## src/sv/iaisr_pkg.sv

```systemverilog
// Package for the indexed array block: operation and status codes,
// controller command and datapath status types.
// No dependencies; used by every module of the block.
`default_nettype none

package iaisr_pkg;

  // Default number of entries in the array.
  localparam int unsigned DEPTH_DEF = 32;

  // Operation codes carried by an input item.
  localparam logic [2:0] OP_CLEAR  = 3'd0;
  localparam logic [2:0] OP_LOAD   = 3'd1;
  localparam logic [2:0] OP_UPDATE = 3'd2;
  localparam logic [2:0] OP_INSERT = 3'd3;
  localparam logic [2:0] OP_REMOVE = 3'd4;
  localparam logic [2:0] OP_SEARCH = 3'd5;

  // Status codes returned with a result item.
  localparam logic [1:0] ST_DONE   = 2'd0;
  localparam logic [1:0] ST_REJECT = 2'd1;
  localparam logic [1:0] ST_MISS   = 2'd2;

  // Memory write address source.
  typedef enum logic [1:0] {
    WA_COUNT,
    WA_POS,
    WA_IDX
  } wa_sel_e;

  // Memory write data source.
  typedef enum logic {
    WD_WORD,
    WD_RDATA
  } wd_sel_e;

  // Memory read address source.
  typedef enum logic [1:0] {
    RA_IDX,
    RA_IDX_M1,
    RA_IDX_P1
  } ra_sel_e;

  // Loop index update.
  typedef enum logic [2:0] {
    IDX_HOLD,
    IDX_COUNT,
    IDX_POS,
    IDX_ZERO,
    IDX_INC,
    IDX_DEC
  } idx_op_e;

  // Count and capacity update.
  typedef enum logic [2:0] {
    CNT_HOLD,
    CNT_CLEAR,
    CNT_LOAD,
    CNT_INC,
    CNT_DEC
  } cnt_op_e;

  // Commands from the controller to the datapath.
  typedef struct packed {
    logic    latch;
    logic    mem_we;
    wa_sel_e wa_sel;
    wd_sel_e wd_sel;
    ra_sel_e ra_sel;
    idx_op_e idx_op;
    cnt_op_e cnt_op;
    logic    res_we;
    logic    [1:0] res_status;
    logic    res_found;
    logic    out_load;
  } cmd_t;

  // Status from the datapath to the controller.
  typedef struct packed {
    logic [2:0] op;
    logic       cnt_zero;
    logic       cnt_full;
    logic       pos_lt_cnt;
    logic       pos_le_cnt;
    logic       cnt_lt_cap;
    logic       idx_gt_pos1;
    logic       idx_p1_lt_cnt;
    logic       idx_lt_cnt;
    logic       hit;
  } sts_t;

endpackage

`default_nettype wire

```

## src/sv/indexed_array_insert_remove_search_top.sv

```systemverilog
// Clear, load, update, insert at the end and rejected items need no loop. Insert shifts the
// entries from the position up by one; remove shifts the entries above the position down by
// one; search compares entries from index zero until the first hit, or all of them on a miss.
// Each shift or compare step is a registered memory read, then the write or compare.
// One item at a time: a new item is taken the cycle after its result enters the output
// register. Reset clears count and capacity; entries hold no reset value.
`default_nettype none

module indexed_array_insert_remove_search_top
  import iaisr_pkg::*;
#(
  parameter int unsigned DEPTH = DEPTH_DEF
) (
  input  logic               clk_i,
  input  logic               rst_ni,
  input  logic               in_valid_i,
  output logic               in_stall_o,
  input  logic [2:0]         operation_i,
  input  logic [7:0]         position_i,
  input  logic signed [31:0] word_i,
  output logic               out_valid_o,
  input  logic               out_stall_i,
  output logic [1:0]         status_o,
  output logic [7:0]         found_index_o,
  output logic [8:0]         used_count_o
);

  cmd_t cmd;
  sts_t sts;

  // Operation sequencer.
  iaisr_ctrl u_ctrl (
    .clk_i       (clk_i),
    .rst_ni      (rst_ni),
    .in_valid_i  (in_valid_i),
    .in_stall_o  (in_stall_o),
    .out_valid_o (out_valid_o),
    .out_stall_i (out_stall_i),
    .sts_i       (sts),
    .cmd_o       (cmd)
  );

  // Entry storage and arithmetic.
  iaisr_dp #(
    .DEPTH (DEPTH)
  ) u_dp (
    .clk_i         (clk_i),
    .rst_ni        (rst_ni),
    .cmd_i         (cmd),
    .sts_o         (sts),
    .operation_i   (operation_i),
    .position_i    (position_i),
    .word_i        (word_i),
    .status_o      (status_o),
    .found_index_o (found_index_o),
    .used_count_o  (used_count_o)
  );

endmodule

`default_nettype wire

```

## src/sv/iaisr_dp.sv

```systemverilog
// Datapath of the indexed array block: entry memory, count, capacity,
// loop index, item and result registers. Depends on iaisr_pkg.
`default_nettype none

module iaisr_dp
  import iaisr_pkg::*;
#(
  parameter int unsigned DEPTH = DEPTH_DEF
) (
  input  logic               clk_i,
  input  logic               rst_ni,
  input  cmd_t               cmd_i,
  output sts_t               sts_o,
  input  logic [2:0]         operation_i,
  input  logic [7:0]         position_i,
  input  logic signed [31:0] word_i,
  output logic [1:0]         status_o,
  output logic [7:0]         found_index_o,
  output logic [8:0]         used_count_o
);

  localparam int unsigned AW = $clog2(DEPTH);
  localparam int unsigned CW = $clog2(DEPTH + 1);

  logic [31:0]   mem [DEPTH];
  logic [31:0]   rdata_q;

  logic [2:0]    op_q;
  logic [7:0]    pos_q;
  logic [31:0]   word_q;

  logic [CW-1:0] count_q, count_d;
  logic [CW-1:0] cap_q, cap_d;
  logic [CW-1:0] idx_q, idx_d;

  logic [1:0]    res_status_q;
  logic [7:0]    res_found_q;
  logic [1:0]    status_q;
  logic [7:0]    found_q;
  logic [8:0]    used_q;

  logic [8:0]    pos9, cnt9, cap9, idx9;
  logic [CW-1:0] cnt_p1, idx_p1, idx_m1;
  logic [AW-1:0] waddr, raddr;
  logic [31:0]   wdata;

  // Widened copies for comparisons.
  assign pos9   = {1'b0, pos_q};
  assign cnt9   = 9'(count_q);
  assign cap9   = 9'(cap_q);
  assign idx9   = 9'(idx_q);
  assign cnt_p1 = count_q + CW'(1);
  assign idx_p1 = idx_q + CW'(1);
  assign idx_m1 = idx_q - CW'(1);

  // Status flags for the controller.
  always_comb begin
    sts_o.op            = op_q;
    sts_o.cnt_zero      = (count_q == '0);
    sts_o.cnt_full      = (cnt9 == 9'(DEPTH));
    sts_o.pos_lt_cnt    = (pos9 < cnt9);
    sts_o.pos_le_cnt    = (pos9 <= cnt9);
    sts_o.cnt_lt_cap    = (cnt9 < cap9);
    sts_o.idx_gt_pos1   = (idx9 > (pos9 + 9'd1));
    sts_o.idx_p1_lt_cnt = ((idx9 + 9'd1) < cnt9);
    sts_o.idx_lt_cnt    = (idx9 < cnt9);
    sts_o.hit           = (rdata_q == word_q);
  end

  // Item registers.
  always_ff @(posedge clk_i) begin
    if (cmd_i.latch) begin
      op_q   <= operation_i;
      pos_q  <= position_i;
      word_q <= word_i;
    end
  end

  // Memory address and data selection.
  always_comb begin
    unique case (cmd_i.wa_sel)
      WA_COUNT: waddr = count_q[AW-1:0];
      WA_POS:   waddr = pos9[AW-1:0];
      WA_IDX:   waddr = idx_q[AW-1:0];
      default:  waddr = idx_q[AW-1:0];
    endcase
    unique case (cmd_i.wd_sel)
      WD_WORD:  wdata = word_q;
      WD_RDATA: wdata = rdata_q;
      default:  wdata = word_q;
    endcase
    unique case (cmd_i.ra_sel)
      RA_IDX:    raddr = idx_q[AW-1:0];
      RA_IDX_M1: raddr = idx_m1[AW-1:0];
      RA_IDX_P1: raddr = idx_p1[AW-1:0];
      default:   raddr = idx_q[AW-1:0];
    endcase
  end

  // Entry memory with one write port and one registered read port.
  always_ff @(posedge clk_i) begin
    if (cmd_i.mem_we) begin
      mem[waddr] <= wdata;
    end
    rdata_q <= mem[raddr];
  end

  // Next count, capacity and loop index.
  always_comb begin
    count_d = count_q;
    cap_d   = cap_q;
    unique case (cmd_i.cnt_op)
      CNT_HOLD: ;
      CNT_CLEAR: begin
        count_d = '0;
        cap_d   = '0;
      end
      CNT_LOAD: begin
        count_d = cnt_p1;
        if (cap_q < cnt_p1) begin
          cap_d = cnt_p1;
        end
      end
      CNT_INC: count_d = cnt_p1;
      CNT_DEC: count_d = count_q - CW'(1);
      default: ;
    endcase
    unique case (cmd_i.idx_op)
      IDX_HOLD:  idx_d = idx_q;
      IDX_COUNT: idx_d = count_q;
      IDX_POS:   idx_d = pos9[CW-1:0];
      IDX_ZERO:  idx_d = '0;
      IDX_INC:   idx_d = idx_p1;
      IDX_DEC:   idx_d = idx_m1;
      default:   idx_d = idx_q;
    endcase
  end

  // Count and capacity registers.
  always_ff @(posedge clk_i or negedge rst_ni) begin
    if (!rst_ni) begin
      count_q <= '0;
      cap_q   <= '0;
    end else begin
      count_q <= count_d;
      cap_q   <= cap_d;
    end
  end

  // Loop index register.
  always_ff @(posedge clk_i) begin
    idx_q <= idx_d;
  end

  // Result and output registers.
  always_ff @(posedge clk_i) begin
    if (cmd_i.res_we) begin
      res_status_q <= cmd_i.res_status;
      res_found_q  <= cmd_i.res_found ? 8'(idx_q) : 8'd0;
    end
    if (cmd_i.out_load) begin
      status_q <= res_status_q;
      found_q  <= res_found_q;
      used_q   <= cnt9;
    end
  end

  assign status_o      = status_q;
  assign found_index_o = found_q;
  assign used_count_o  = used_q;

endmodule

`default_nettype wire

```

## src/sv/iaisr_ctrl.sv

```systemverilog
// Controller of the indexed array block: sequences each operation over
// the datapath and runs the input and output handshakes. Depends on iaisr_pkg.
`default_nettype none

module iaisr_ctrl
  import iaisr_pkg::*;
(
  input  logic clk_i,
  input  logic rst_ni,
  input  logic in_valid_i,
  output logic in_stall_o,
  output logic out_valid_o,
  input  logic out_stall_i,
  input  sts_t sts_i,
  output cmd_t cmd_o
);

  localparam logic [3:0] S_IDLE    = 4'd0;
  localparam logic [3:0] S_EXEC    = 4'd1;
  localparam logic [3:0] S_INS_RD  = 4'd2;
  localparam logic [3:0] S_INS_WR  = 4'd3;
  localparam logic [3:0] S_INS_PUT = 4'd4;
  localparam logic [3:0] S_RM_RD   = 4'd5;
  localparam logic [3:0] S_RM_WR   = 4'd6;
  localparam logic [3:0] S_SR_RD   = 4'd7;
  localparam logic [3:0] S_SR_CMP  = 4'd8;
  localparam logic [3:0] S_DONE    = 4'd9;

  logic [3:0] state_q, state_d;
  logic       out_valid_q, out_valid_d;
  logic       out_free;

  assign in_stall_o  = (state_q != S_IDLE);
  assign out_valid_o = out_valid_q;
  assign out_free    = !out_valid_q || !out_stall_i;

  // Next state and datapath commands.
  always_comb begin
    state_d = state_q;
    cmd_o   = '0;
    unique case (state_q)
      S_IDLE: begin
        if (in_valid_i) begin
          cmd_o.latch = 1'b1;
          state_d     = S_EXEC;
        end
      end
      S_EXEC: begin
        // Unless a loop starts below, the item finishes here.
        state_d          = S_DONE;
        cmd_o.res_we     = 1'b1;
        cmd_o.res_status = ST_REJECT;
        unique case (sts_i.op)
          OP_CLEAR: begin
            cmd_o.cnt_op     = CNT_CLEAR;
            cmd_o.res_status = ST_DONE;
          end
          OP_LOAD: begin
            if (!sts_i.cnt_full) begin
              cmd_o.mem_we     = 1'b1;
              cmd_o.wa_sel     = WA_COUNT;
              cmd_o.wd_sel     = WD_WORD;
              cmd_o.cnt_op     = CNT_LOAD;
              cmd_o.res_status = ST_DONE;
            end
          end
          OP_UPDATE: begin
            if (!sts_i.cnt_zero && sts_i.pos_lt_cnt) begin
              cmd_o.mem_we     = 1'b1;
              cmd_o.wa_sel     = WA_POS;
              cmd_o.wd_sel     = WD_WORD;
              cmd_o.res_status = ST_DONE;
            end
          end
          OP_INSERT: begin
            if (!sts_i.cnt_zero && sts_i.cnt_lt_cap && !sts_i.cnt_full &&
                sts_i.pos_le_cnt) begin
              if (sts_i.pos_lt_cnt) begin
                cmd_o.res_we = 1'b0;
                cmd_o.idx_op = IDX_COUNT;
                state_d      = S_INS_RD;
              end else begin
                // Appending at the end needs no shift.
                cmd_o.mem_we     = 1'b1;
                cmd_o.wa_sel     = WA_POS;
                cmd_o.wd_sel     = WD_WORD;
                cmd_o.cnt_op     = CNT_INC;
                cmd_o.res_status = ST_DONE;
              end
            end
          end
          OP_REMOVE: begin
            if (!sts_i.cnt_zero && sts_i.pos_lt_cnt) begin
              cmd_o.res_we = 1'b0;
              cmd_o.idx_op = IDX_POS;
              state_d      = S_RM_RD;
            end
          end
          OP_SEARCH: begin
            if (!sts_i.cnt_zero) begin
              cmd_o.res_we = 1'b0;
              cmd_o.idx_op = IDX_ZERO;
              state_d      = S_SR_RD;
            end
          end
          default: ;
        endcase
      end
      // Shift the tail up one entry at a time, from the top down.
      S_INS_RD: begin
        cmd_o.ra_sel = RA_IDX_M1;
        state_d      = S_INS_WR;
      end
      S_INS_WR: begin
        cmd_o.mem_we = 1'b1;
        cmd_o.wa_sel = WA_IDX;
        cmd_o.wd_sel = WD_RDATA;
        cmd_o.idx_op = IDX_DEC;
        state_d      = sts_i.idx_gt_pos1 ? S_INS_RD : S_INS_PUT;
      end
      S_INS_PUT: begin
        cmd_o.mem_we     = 1'b1;
        cmd_o.wa_sel     = WA_POS;
        cmd_o.wd_sel     = WD_WORD;
        cmd_o.cnt_op     = CNT_INC;
        cmd_o.res_we     = 1'b1;
        cmd_o.res_status = ST_DONE;
        state_d          = S_DONE;
      end
      // Shift the tail down one entry at a time, from the position up.
      S_RM_RD: begin
        if (sts_i.idx_p1_lt_cnt) begin
          cmd_o.ra_sel = RA_IDX_P1;
          state_d      = S_RM_WR;
        end else begin
          cmd_o.cnt_op     = CNT_DEC;
          cmd_o.res_we     = 1'b1;
          cmd_o.res_status = ST_DONE;
          state_d          = S_DONE;
        end
      end
      S_RM_WR: begin
        cmd_o.mem_we = 1'b1;
        cmd_o.wa_sel = WA_IDX;
        cmd_o.wd_sel = WD_RDATA;
        cmd_o.idx_op = IDX_INC;
        state_d      = S_RM_RD;
      end
      // Linear search from entry zero; the first hit wins.
      S_SR_RD: begin
        if (sts_i.idx_lt_cnt) begin
          cmd_o.ra_sel = RA_IDX;
          state_d      = S_SR_CMP;
        end else begin
          cmd_o.res_we     = 1'b1;
          cmd_o.res_status = ST_MISS;
          state_d          = S_DONE;
        end
      end
      S_SR_CMP: begin
        if (sts_i.hit) begin
          cmd_o.res_we     = 1'b1;
          cmd_o.res_status = ST_DONE;
          cmd_o.res_found  = 1'b1;
          state_d          = S_DONE;
        end else begin
          cmd_o.idx_op = IDX_INC;
          state_d      = S_SR_RD;
        end
      end
      // Hand the result to the output register once it is free.
      S_DONE: begin
        if (out_free) begin
          cmd_o.out_load = 1'b1;
          state_d        = S_IDLE;
        end
      end
      default: state_d = S_IDLE;
    endcase
  end

  // Output valid: set on a load, cleared when the item is taken.
  always_comb begin
    out_valid_d = out_valid_q;
    if (cmd_o.out_load) begin
      out_valid_d = 1'b1;
    end else if (out_valid_q && !out_stall_i) begin
      out_valid_d = 1'b0;
    end
  end

  always_ff @(posedge clk_i or negedge rst_ni) begin
    if (!rst_ni) begin
      state_q     <= S_IDLE;
      out_valid_q <= 1'b0;
    end else begin
      state_q     <= state_d;
      out_valid_q <= out_valid_d;
    end
  end

endmodule

`default_nettype wire

```

## config.mk

```make
export PLATFORM = sky130hd
export DESIGN_NAME = indexed_array_insert_remove_search_top
export DESIGN_NICKNAME = d
export VERILOG_FILES = /design/src/sv/iaisr_pkg.sv /design/src/sv/indexed_array_insert_remove_search_top.sv /design/src/sv/iaisr_dp.sv /design/src/sv/iaisr_ctrl.sv
export SDC_FILE = /design/constraint.sdc
export NUM_CORES = 2
export LEC_CHECK = 0
export BUFFER_PORTS_ARGS = -buffer_cell sky130_fd_sc_hd__buf_4
export CAP_MARGIN = 20
export CORE_UTILIZATION = 25
export DETAILED_ROUTE_END_ITERATION = 6
export PLACE_DENSITY_LB_ADDON = 0.2
export SLEW_MARGIN = 20
export SYNTH_ARGS = -nofsm -noshare
export SYNTH_HDL_FRONTEND = slang
export SYNTH_SLANG_ARGS = --single-unit
```

## constraint.sdc

```tcl
create_clock -name clk_i -period 6.7 [get_ports clk_i]
set_input_delay 1.005 -clock clk_i [delete_from_list [all_inputs] [get_ports clk_i]]
set_output_delay 1.005 -clock clk_i [all_outputs]
set_load 0.05 [all_outputs]
```

==> results.py <==
metrics = {
    "synth": {
        "syn-instance-count": 2225,
        "async_flop_share_pct": 1.49,
        "synth_edf_count": 1095,
        "synth-main-ff-cell": "edfxtp_1",
        "yosysUniqueCellTypes": 73,
        "yosysWarningCount": 0,
        "ys_ff_latch": 1144,
        "avgSynthCellArea_um2": 20.3,
        "syn_area_um2": 45200,
        "ys_seq_area_share_pct": 75.1,
    },
    "sta": {
        "finalCritPeriodShare_pct": 81.6,
        "final-max-slew-violation-count": 0,
        "fin_crit_ns": 5.47,
        "tns_ns": 0,
        "worst_pin_slew_ns": 1.06,
        "rsz0062_at_grt": "no",
        "skew_ns": 0.0510,
        "max_slew_margin_pct": 29.0,
        "holdWs_ns": 0.165,
        "hold_violations": 0,
        "setup_violations": 0,
        "max_freq_mhz": 183,
    },
    "critical_path": {
        "worstPathRequired_ns": 7.31,
        "crit_fanout": 20,
        "crit_type": "reg2reg",
        "critPathCapture": "u_dp.rdata_q[30]$_DFF_P_",
        "cp-startpoint": "u_dp.idx_q[0]$_DFFE_PP_",
        "reg2reg_slack_ns": 1.23,
        "end_kind": "flip-flop",
        "startpoint_type": "flip-flop",
        "worst_ep_arrival_time_ns": 6.07,
        "r2r-start": "u_dp.idx_q[0]$_DFFE_PP_",
        "r2r_cells": 18,
        "r2r_end": "u_dp.rdata_q[30]$_DFF_P_",
    },
    "place": {
        "hpwlAfterDp_um": 73500,
        "dp_cells": 4634,
        "placed_cell_area_um2": 49500,
        "port_buffers": 62,
        "gp_congestion": 0.833,
    },
    "worst_hold_path": {
        "hp-class": "in2async",
    },
    "die": {
        "rows": 155,
        "start_util_pct": 25.3,
        "pin_count": 68,
        "die_w_um": 427,
        "core_um2": 179000,
        "die_area_um2": 183000,
        "die_h_um": 427,
    },
    "global_routing": {
        "grt_usage_pct": 13.8,
        "grt_pass1_vias": 23535,
        "grt_max_degree": 71,
        "antenna_found_initial": 5,
        "grt_overflow": 0,
        "grt_pass1_wl_um": 179000,
    },
    "clocking": {
        "clk_latency_ns": 0.75,
        "post_cts_buffers": 0,
        "cts_hold_buffers": 0,
        "h-tree-depth": 3,
        "cts_buffers": 119,
        "cts_root_buf": "clkbuf_16",
        "cts_tree": "built",
        "numClockSinks": 1144,
        "cts_max_path_buffers": 3,
        "path_clk_slew_ns": 0.06,
        "cts_resized": 0,
    },
    "outcome": {
        "status": "finished clean",
    },
    "power": {
        "clockPowerShare_pct": 27.3,
        "p_int_uw": 16400,
        "ir_drop_uv": 258,
        "switching_share_pct": 33.5,
        "combPwrFrac_pct": 34.7,
        "seqPwrFrac_pct": 38.1,
        "p_leak_uw": 0.0170,
        "power.switching_uw": 8270,
        "powerDensity_nw_per_um2": 461,
    },
    "route": {
        "drt_iter0_drc": 1918,
        "wire_per_inst_um": 25.9,
        "ant_nets": 0,
        "viasPerCell": 4.61,
        "drc": 0,
        "dr.pass1.iters": 6,
        "routed_wl_um": 126000,
        "vias": 22431,
    },
    "final_layout": {
        "final_cell_area_um2": 53600,
        "fin_nets": 2489,
        "drive_gt1_share_pct": 28.9,
        "instances_no_fill": 4865,
        "area_growth_pct": 18.5,
        "fillers": 17380,
    },
    "run": {
        "drv_cap": 0,
    },
}
state kept, by name, indices dropped and copies added, names as in the netlist:
signal / flops
u_ctrl.out_valid_o: 1
u_ctrl.state_q: 4
u_dp.cap_q: 6
u_dp.count_q: 6
u_dp.found_index_o: 6
u_dp.idx_q: 6
u_dp.mem: 1024
u_dp.op_q: 3
u_dp.pos_q: 8
u_dp.rdata_q: 32
u_dp.res_found_q: 6
u_dp.res_status_q: 2
u_dp.status_o: 2
u_dp.used_count_o: 6
u_dp.word_q: 32
kinds of logic (layout without fill, tap and decap cells):
kind of cell / count (synthesis) / in the layout / synth area share, %
simple gates: 301 / 301 / 3.10
compound gates: 160 / 160 / 2.61
mux: 393 / 393 / 16.0
xor+xnor: 48 / 48 / 0.930
other cells: 1 / 7 / 0.00829
buf+inv: 139 / 418 / 1.25
fa+ha+maj: 39 / 39 / 1.08
flops: 1144 / 1144 / 75.1
placed cells by master (no fill, tap or decap), types with 19 or more instances in the layout:
master	instances
a221oi_1	34
buf_12	24
buf_4	137
clkbuf_16	120
clkinv_1	30
clkinv_2	19
dfxtp_1	32
edfxtp_1	1095
ha_1	39
inv_1	27
mux2_2	64
mux2i_1	73
mux4_2	256
nand2_1	130
nor2_1	22
nor2_4	34
o22ai_1	34
xnor2_1	44
layout make-up:
| cell class | instances | area [µm²] | area share (%) |
|---|---|---|---|
| clock buffer | 142 | 3150 | 5.87 |
| multi-input combinational | 946 | 11000 | 20.6 |
| inverter | 28 | 105 | 0.196 |
| timing repair buffer | 164 | 1550 | 2.90 |
| tap | 2355 | 2950 | 5.50 |
| clock inverter | 84 | 851 | 1.59 |
| antenna | 2 | 5.00 | 0.00934 |
| sequential | 1144 | 33900 | 63.3 |
layer usage:
layer  global-route usage [%]  wire length (µm)  vias to the layer above
li1                         -                 -                     9559
met1                     18.8             56500                    12152
met2                     22.9             61500                      567
met3                     2.11              5240                      153
met4                     3.33              2810                        0
met5                        0                 0                        -
stage by stage:
stage          util, %  power (µW)  worst slack, ns
2_1_floorplan        -       15000             1.53
3_3_place_gp      27.7       18200             1.16
3_5_place_dp      27.7       18300             1.21
4_1_cts           29.9       25100             1.19
5_1_grt           29.9       25900            0.808
6_report          29.9       24700             1.23
worst max-delay path, stage by stage, from the launching register on:
cell      delay (ns)
edfxtp_1        0.58
inv_1           0.20
ha_1            0.42
ha_1            0.30
a21boi_0        0.12
o21a_1          0.19
o21ai_0         0.14
a21oi_1         0.10
nor2_1          0.14
nand2_1         0.17
inv_1           0.10
ha_1            0.36
o21ai_4         0.71
buf_12          0.30
buf_4           0.44
mux4_2          0.56
mux2i_1         0.16
a22o_1          0.26
nor2_1          0.07
Yosys cell counts (all sizes together), types with 4 or more instances:
master / count / area (µm²)
a21boi: 4 / 30.0
a21oi: 13 / 65.1
a221o: 8 / 80.1
a221oi: 34 / 298
a31oi: 6 / 37.5
and2: 4 / 25.0
and3: 5 / 31.3
buf: 42 / 199
clkbuf: 69 / 259
dfrtp: 17 / 425
dfxtp: 32 / 641
edfxtp: 1095 / 32900
ha: 39 / 488
inv: 27 / 101
mux2: 64 / 721
mux2i: 73 / 731
mux4: 256 / 5770
nand2: 142 / 533
nand2b: 6 / 37.5
nand3: 22 / 130
nand4: 10 / 62.6
nor2: 56 / 210
nor2b: 9 / 56.3
nor3: 14 / 70.1
nor3b: 6 / 45.0
nor4: 8 / 50.1
o21a: 7 / 52.6
o21ai: 20 / 100
o22ai: 34 / 213
or3: 7 / 43.8
xnor2: 44 / 385
xor2: 4 / 35.0
power by group through the flow:
stage	Clock, µW	Combinational [µW]	Sequential, µW
after floorplan	0	5560	9440
final	6740	8570	9410
after detailed placement	0	8720	9580
after global placement	0	8650	9570
after global routing	7150	9230	9470
after CTS	6900	8760	9430
worst min path at each step:
stage	start	to	slack, ns	cells past startpoint
finish	rst_ni	u_dp.cap_q[5]$_DFFE_PN0P_	0.16	1
global route	rst_ni	u_dp.cap_q[5]$_DFFE_PN0P_	0.14	1
CTS	rst_ni	u_dp.count_q[1]$_DFFE_PN0P_	0.12	1
detailed placement	u_dp.res_found_q[1]$_SDFFCE_PN0P_	u_dp.found_index_o[1]$_DFFE_PP_	0.40	0
global placement	u_dp.res_status_q[1]$_DFFE_PP_	u_dp.status_o[1]$_DFFE_PP_	0.41	0
floorplan	u_dp.res_found_q[0]$_SDFFCE_PN0P_	u_dp.found_index_o[0]$_DFFE_PP_	0.40	0
(Power assumes the default switching activity.)
